==> config.mk <==
export PLATFORM = sky130hd
export DESIGN_NAME = ultrasonic_echo_ranger
export DESIGN_NICKNAME = d
export VERILOG_FILES = /design/src/sv/uer_pkg.sv /design/src/sv/uer_ctrl.sv /design/src/sv/uer_dist.sv /design/src/sv/ultrasonic_echo_ranger.sv
export SDC_FILE = /design/constraint.sdc
export NUM_CORES = 1
export LEC_CHECK = 0
export BUFFER_PORTS_ARGS = -buffer_cell sky130_fd_sc_hd__buf_4
export CORE_UTILIZATION = 45
export CTS_CLUSTER_DIAMETER = 100
export DETAILED_ROUTE_END_ITERATION = 10
export PLACE_DENSITY = 0.63
export SKIP_CTS_REPAIR_TIMING = 1
export SLEW_MARGIN = 15
export SYNTH_ARGS = -nofsm -noshare
export SYNTH_HDL_FRONTEND = slang
export SYNTH_SLANG_ARGS = --single-unit
==> constraint.sdc <==
create_clock -name clk -period 15.65 [get_ports clk]
set_input_delay 3.13 -clock clk [delete_from_list [all_inputs] [get_ports clk]]
set_output_delay 3.13 -clock clk [all_outputs]
set_load 0.05 [all_outputs]
==> src/sv/uer_pkg.sv <==
// Shared types and constants for the ultrasonic echo ranger.
// No dependencies; used by every module of the block.
`default_nettype none

package uer_pkg;

  localparam int unsigned CntBits   = 8;
  localparam int unsigned TrigBits  = 16;
  localparam int unsigned ScaleBits = 17;
  localparam int unsigned DistBits  = 8;
  localparam int unsigned FracBits  = 16;
  localparam int unsigned ProdBits  = CntBits + ScaleBits;
  localparam int unsigned AddrBits  = 4;

  // Register indexes, taken from paddr[3:2]
  localparam logic [1:0] RegTrigCycles = 2'd0;
  localparam logic [1:0] RegScaleQ16   = 2'd1;
  localparam logic [1:0] RegMinCm      = 2'd2;
  localparam logic [1:0] RegMaxCm      = 2'd3;

  localparam logic [TrigBits-1:0]  TrigCyclesRst = 16'd160;
  localparam logic [ScaleBits-1:0] ScaleQ16Rst   = 17'd71959;
  localparam logic [DistBits-1:0]  MinCmRst      = 8'd5;
  localparam logic [DistBits-1:0]  MaxCmRst      = 8'd200;

  typedef struct packed {
    logic start_req;
    logic echo;
    logic tick;
  } in_item_t;

  typedef struct packed {
    logic                trig;
    logic                done_res;
    logic [DistBits-1:0] meas_cm;
    logic                in_range;
    logic                read_error;
  } out_item_t;

  // What the sequencer reports for the request being taken this cycle
  typedef struct packed {
    logic               trig;
    logic               done;
    logic [CntBits-1:0] rise;
    logic [CntBits-1:0] fall;
  } meas_t;

  typedef struct packed {
    logic [DistBits-1:0] cm;
    logic                in_range;
    logic                err;
  } dist_res_t;

endpackage

`default_nettype wire

==> src/sv/uer_ctrl.sv <==
// Measurement sequencer: phase, trigger countdown, wrapping timer, rise capture.
// Depends on uer_pkg.
`default_nettype none

module uer_ctrl (
  input  wire logic                          clk,
  input  wire logic                          rst,
  input  wire logic                          accept,
  input  wire uer_pkg::in_item_t             item,
  input  wire logic [uer_pkg::TrigBits-1:0]  trigger_cycles,
  output uer_pkg::meas_t                     meas
);

  typedef enum logic [1:0] {
    PH_IDLE,
    PH_TRIG,
    PH_RISE,
    PH_FALL
  } phase_t;

  phase_t                        phase, phase_next;
  logic [uer_pkg::TrigBits-1:0]  trigger_left, trigger_left_next;
  logic [uer_pkg::CntBits-1:0]   timer_count, timer_count_next;
  logic [uer_pkg::CntBits-1:0]   rise_capture, rise_capture_next;
  logic [uer_pkg::TrigBits-1:0]  trig_len;
  logic                          cleared;

  always_comb begin
    phase_next        = phase;
    trigger_left_next = trigger_left;
    rise_capture_next = rise_capture;
    cleared           = 1'b0;
    meas.trig         = 1'b0;
    meas.done         = 1'b0;
    meas.rise         = rise_capture;
    meas.fall         = timer_count;
    // a zero length is replaced by the shortest nonzero length
    trig_len = (trigger_cycles == '0) ? {{(uer_pkg::TrigBits-1){1'b0}}, 1'b1} : trigger_cycles;
    unique case (phase)
      PH_IDLE: begin
        if (item.start_req) begin
          meas.trig         = 1'b1;
          cleared           = 1'b1;
          trigger_left_next = trig_len - {{(uer_pkg::TrigBits-1){1'b0}}, 1'b1};
          phase_next        = (trigger_left_next != '0) ? PH_TRIG : PH_RISE;
        end
      end
      PH_TRIG: begin
        meas.trig = 1'b1;
        if (trigger_left != '0) begin
          trigger_left_next = trigger_left - {{(uer_pkg::TrigBits-1){1'b0}}, 1'b1};
        end
        if (trigger_left_next == '0) begin
          phase_next = PH_RISE;
        end
      end
      PH_RISE: begin
        if (item.echo) begin
          rise_capture_next = timer_count;
          phase_next        = PH_FALL;
        end
      end
      PH_FALL: begin
        if (!item.echo) begin
          meas.done  = 1'b1;
          phase_next = PH_IDLE;
        end
      end
      default: phase_next = PH_IDLE;
    endcase
    if (cleared) begin
      timer_count_next = '0;
    end else if (item.tick) begin
      timer_count_next = timer_count + {{(uer_pkg::CntBits-1){1'b0}}, 1'b1};
    end else begin
      timer_count_next = timer_count;
    end
  end

  always_ff @(posedge clk) begin
    if (rst) begin
      phase        <= PH_IDLE;
      trigger_left <= '0;
      timer_count  <= '0;
      rise_capture <= '0;
    end else if (accept) begin
      phase        <= phase_next;
      trigger_left <= trigger_left_next;
      timer_count  <= timer_count_next;
      rise_capture <= rise_capture_next;
    end
  end

endmodule

`default_nettype wire

==> src/sv/uer_dist.sv <==
// Echo width to distance: Q16 scale, round half up, saturate, range check.
// Depends on uer_pkg.
`default_nettype none

module uer_dist (
  input  wire logic [uer_pkg::CntBits-1:0]   rise,
  input  wire logic [uer_pkg::CntBits-1:0]   fall,
  input  wire logic [uer_pkg::ScaleBits-1:0] scale_q16,
  input  wire logic [uer_pkg::DistBits-1:0]  min_cm,
  input  wire logic [uer_pkg::DistBits-1:0]  max_cm,
  output uer_pkg::dist_res_t                 res
);

  logic [uer_pkg::CntBits-1:0]  width;
  logic [uer_pkg::ProdBits:0]   prod;
  logic [uer_pkg::ProdBits-uer_pkg::FracBits:0] whole;
  logic [uer_pkg::DistBits-1:0] sat_cm;
  logic                         ok;

  always_comb begin
    ok    = fall > rise;
    width = fall - rise;
    prod  = ({1'b0, width, {uer_pkg::ScaleBits{1'b0}}} >> uer_pkg::ScaleBits)
            * {{(uer_pkg::CntBits+1){1'b0}}, scale_q16}
            + {{(uer_pkg::ProdBits-uer_pkg::FracBits+1){1'b0}}, 1'b1,
               {(uer_pkg::FracBits-1){1'b0}}};
    whole = prod[uer_pkg::ProdBits:uer_pkg::FracBits];
    // saturate at the top of the distance range
    if (whole[uer_pkg::ProdBits-uer_pkg::FracBits:uer_pkg::DistBits] != '0) begin
      sat_cm = '1;
    end else begin
      sat_cm = whole[uer_pkg::DistBits-1:0];
    end
    res.err      = !ok;
    res.cm       = ok ? sat_cm : '0;
    res.in_range = ok && (sat_cm >= min_cm) && (sat_cm <= max_cm);
  end

endmodule

`default_nettype wire

==> src/sv/ultrasonic_echo_ranger.sv <==
// Ultrasonic echo ranger: one result per request, one request per cycle while out_data drains.
// Output: a result is registered into out_data when its request is taken and shows there in the next cycle.
// Throughput: one request per cycle, limited only by the output register draining.
// Reset (rst, synchronous): idle phase, timer and captures zero, registers to defaults.
// Depends on uer_pkg, uer_ctrl, uer_dist.
`default_nettype none

module ultrasonic_echo_ranger (
  input  wire logic                          clk,
  input  wire logic                          rst,
  input  wire logic                          in_valid,
  output      logic                          in_ready,
  input  wire uer_pkg::in_item_t             in_data,
  output      logic                          out_valid,
  input  wire logic                          out_ready,
  output      uer_pkg::out_item_t            out_data,
  input  wire logic                          psel,
  input  wire logic                          penable,
  input  wire logic                          pwrite,
  input  wire logic [uer_pkg::AddrBits-1:0]  paddr,
  input  wire logic [31:0]                   pwdata,
  output      logic [31:0]                   prdata,
  output      logic                          pready
);

  logic [uer_pkg::TrigBits-1:0]  trigger_cycles;
  logic [uer_pkg::ScaleBits-1:0] scale_q16;
  logic [uer_pkg::DistBits-1:0]  min_cm;
  logic [uer_pkg::DistBits-1:0]  max_cm;
  logic [uer_pkg::DistBits-1:0]  last_distance, last_distance_next;
  logic                          accept;
  logic [1:0]                    reg_idx;
  uer_pkg::meas_t                meas;
  uer_pkg::dist_res_t            dres;

  assign pready   = 1'b1;
  assign reg_idx  = paddr[3:2];
  assign in_ready = !out_valid || out_ready;
  assign accept   = in_valid && in_ready;

  always_ff @(posedge clk) begin
    if (rst) begin
      trigger_cycles <= uer_pkg::TrigCyclesRst;
      scale_q16      <= uer_pkg::ScaleQ16Rst;
      min_cm         <= uer_pkg::MinCmRst;
      max_cm         <= uer_pkg::MaxCmRst;
    end else if (psel && penable && pwrite) begin
      unique case (reg_idx)
        uer_pkg::RegTrigCycles: trigger_cycles <= pwdata[uer_pkg::TrigBits-1:0];
        uer_pkg::RegScaleQ16:   scale_q16      <= pwdata[uer_pkg::ScaleBits-1:0];
        uer_pkg::RegMinCm:      min_cm         <= pwdata[uer_pkg::DistBits-1:0];
        uer_pkg::RegMaxCm:      max_cm         <= pwdata[uer_pkg::DistBits-1:0];
        default: ;
      endcase
    end
  end

  always_comb begin
    unique case (reg_idx)
      uer_pkg::RegTrigCycles: prdata = {{(32-uer_pkg::TrigBits){1'b0}}, trigger_cycles};
      uer_pkg::RegScaleQ16:   prdata = {{(32-uer_pkg::ScaleBits){1'b0}}, scale_q16};
      uer_pkg::RegMinCm:      prdata = {{(32-uer_pkg::DistBits){1'b0}}, min_cm};
      uer_pkg::RegMaxCm:      prdata = {{(32-uer_pkg::DistBits){1'b0}}, max_cm};
      default:                prdata = '0;
    endcase
  end

  uer_ctrl u_ctrl (
    .clk            (clk),
    .rst            (rst),
    .accept         (accept),
    .item           (in_data),
    .trigger_cycles (trigger_cycles),
    .meas           (meas)
  );

  uer_dist u_dist (
    .rise      (meas.rise),
    .fall      (meas.fall),
    .scale_q16 (scale_q16),
    .min_cm    (min_cm),
    .max_cm    (max_cm),
    .res       (dres)
  );

  assign last_distance_next = meas.done ? dres.cm : last_distance;

  always_ff @(posedge clk) begin
    if (rst) begin
      out_valid     <= 1'b0;
      last_distance <= '0;
    end else if (accept) begin
      out_valid     <= 1'b1;
      last_distance <= last_distance_next;
    end else if (out_ready) begin
      out_valid <= 1'b0;
    end
  end

  // hold the result until taken
  always_ff @(posedge clk) begin
    if (accept) begin
      out_data.trig        <= meas.trig;
      out_data.done_res    <= meas.done;
      out_data.meas_cm     <= last_distance_next;
      out_data.in_range    <= meas.done && dres.in_range;
      out_data.read_error  <= meas.done && dres.err;
    end
  end

endmodule

`default_nettype wire

==> results.ini <==
[min_path]
min_path_type = reg -> reg
min_path_cells = 2

[critical_path]
crit_family = adder cells
crit_cells = 36
cp_slowest_stage_delay_ns = 0.55
cp_common_cell = a21o_1
cpMaxStageDelayCell = fa_1
crit_buf_inv = 4
r2r_cells = 36
worstPathRequired_ns = 15.76
startpoint_type = flop
critical_path_class = reg -> reg
crit_fanout = 17
cp.arrival_ns = 9.88
end_kind = flop

[synthesis]
seq_area_frac_synth_pct = 20.9
synthAdderAreaFrac_pct = 26.2
ys_types = 82
synthSimpleGateAreaFrac_pct = 24.2
synthMuxAreaShare_pct = 4.36
netlist_instances = 1271
yosys.area_share.xor_xnor_pct = 2.99
syn_area_per_cell_um2 = 8.31
ys_ff_latch = 104
synth-compound-area-share_pct = 12.9
syn_area_mm2 = 0.0106
synth_top_family_by_area = adder cells
async_reset_ff_share_pct = 0
synth_flop_cell = dfxtp_1
synth_edf_count = 12
synth_warnings = 0

[floorplanning]
core_area_mm2 = 0.0228
ioPinCount = 93
die_h_um = 155
die_x_um = 155
rows = 55
die_area_mm2 = 0.0241
start_util_pct = 46.2

[sta]
setup_viol = 0
drv_slew = 0
finalSetupTns_ns = 0
rsz0062_at_grt = false
worst_slew_pin_slew_ns = 1.02
hold_violations = 0
holdWs_ns = 0.478
fmax_mhz = 102
fin_crit_ns = 9.77
min_period_over_period_pct = 62.5
relSlewSlack_pct = 31.9
worst_clock_skew_ns = 0.0136

[global_route]
grtUsageTotal_pct = 23.0
grt_pass1_wl_um = 43800
grt_max_degree = 82
antenna_found_initial = 0
grt_overflow_total = 0
grt_pass1_vias = 8507

[placed_design]
place_hpwl_um = 20400
gp_congestion = 0.864
port_buffers = 59
placedCellCount = 1596

[route]
wl_per_cell_um = 16.5
first_pass_iters = 5
vias = 8816
dr.first_iter.drc_count = 417
drc = 0
viasPerCell = 5.47
wirelength_um = 26600
ant_nets = 0

[cells_and_area]
diodes = 0
seq_area_mm2 = 0.00220
multiInputGateArea_mm2 = 0.00755
fin_nets = 1507
instances_no_fill = 1612
fin_util_pct = 50.3
final_cell_mix = nand2_1 (163), inv_1 (150), nor2_1 (92), dfxtp_1 (92), fa_1 (90)
final_common_cell = nand2_1
area_growth_pct = 8.81
final_layout_size_suffix_gt1_share_pct = 9.31
fillers = 2300

[cts]
clock-root-buffer = clkbuf_16
clkSinkCount = 104
cts_made_buffers = 9
clk-insertion-delay-late_ns = 0.36
cts_max_level = 3
cts_max_path_buffers = 2
cts_tree = yes
path_clk_slew_ns = 0.08

[pwr]
ir_worst_vdd_mv = 0.0721
power_density_mw_per_mm2 = 61.4
power_uw = 705
p_leak_uw = 0.00539

[job]
maxCapViolations = 0

[status]
outcome = finished clean

## synthesized netlist by cell type (all sizes together) (13+ instances only)
master,instances,area share (%)
dfxtp,92,17
a21oi,68,3.3
nor2,93,3.3
o21ai,41,1.9
buf,25,1.6
inv,150,5.3
mux2i,28,2.7
a211oi,13,0.92
nand4,16,1.1
ha,77,9.1
xnor2,15,1.2
nor3,14,0.82
xor2,21,1.7
nand2b,19,1.1
fa,90,17
nand3b,13,0.92
nand3,22,1.0
a21o,16,1.1
clkbuf,42,1.5
nand2,163,5.8
and2,90,5.4
## metal layers
| metal | global-route usage (%) | routed length [µm] | vias to the layer above |
|---|---|---|---|
| li1 | - | - | 4271 |
| met1 | 31.0 | 12500 | 4327 |
| met2 | 38.2 | 12400 | 183 |
| met3 | 3.45 | 1170 | 35 |
| met4 | 6.86 | 570 | 0 |
| met5 | 0 | 0 | - |
## where the power goes
| group | leakage (µW) | switching, µW | internal [µW] | total, µW |
|---|---|---|---|---|
| sequential | 0.000866 | 11.6 | 278 | 290 |
| clock | 0.000137 | 116 | 112 | 227 |
| combinational | 0.00439 | 123 | 65.6 | 188 |
## registers in the layout, summed over array words and instances (netlist names)
signal,count
trigger_cycles,16
u_ctrl.phase,2
min_cm,8
u_ctrl.trigger_left,16
u_ctrl.timer_count,8
out_valid,1
scale_q16,17
u_ctrl.rise_capture,8
out_data,12
max_cm,8
last_distance,8
## worst reg2reg max path: cells and delay by family (launching register included)
kind                     cells  cell delay (ns)
flip-flops                   1             0.33
adder cells (fa/ha/maj)      8             3.36
XOR/XNOR                     1             0.35
buffers and inverters        4             0.29
AND/OR/NAND/NOR              9             2.05
AO/OA/AOI/OAI               14             3.15
## final timing paths
path                                           start                       endpoint  slack (ns)
setup / recovery  u_ctrl.timer_count[0]$_SDFFE_PP0P_          out_data[1]$_DFFE_PP_        5.88
hold / removal         last_distance[4]$_SDFFE_PP0P_  last_distance[4]$_SDFFE_PP0P_        0.48
setup reg to reg  u_ctrl.timer_count[0]$_SDFFE_PP0P_          out_data[1]$_DFFE_PP_        5.88
hold reg to reg        last_distance[4]$_SDFFE_PP0P_  last_distance[4]$_SDFFE_PP0P_        0.48
## stage by stage
stage | cell area [µm²] | setup WS [ns]
6_report | 11500 | 5.88
2_1_floorplan | 10600 | 7.08
5_1_grt | 11500 | 5.27
4_1_cts | 11500 | 5.87
3_3_place_gp | 11200 | 5.96
3_5_place_dp | 11200 | 5.93
## cell families after synthesis
logic type / count (synthesis)
buffers and inverters: 218
XOR/XNOR: 36
AO/OA/AOI/OAI: 211
flip-flops: 104
multiplexers: 36
other: 2
AND/OR/NAND/NOR: 497
adder cells (fa/ha/maj): 167
## cell type report
| type | instances | area share [%] |
|---|---|---|
| Clock buffer | 9 | 1.96 |
| Clock inverter | 7 | 0.566 |
| Inverter | 151 | 4.93 |
| Multi-Input combinational cell | 963 | 65.7 |
| Sequential cell | 104 | 19.2 |
| Tap cell | 313 | 3.41 |
| Timing Repair Buffer | 65 | 4.25 |
No activity file was read; power rests on OpenSTA's default activity.
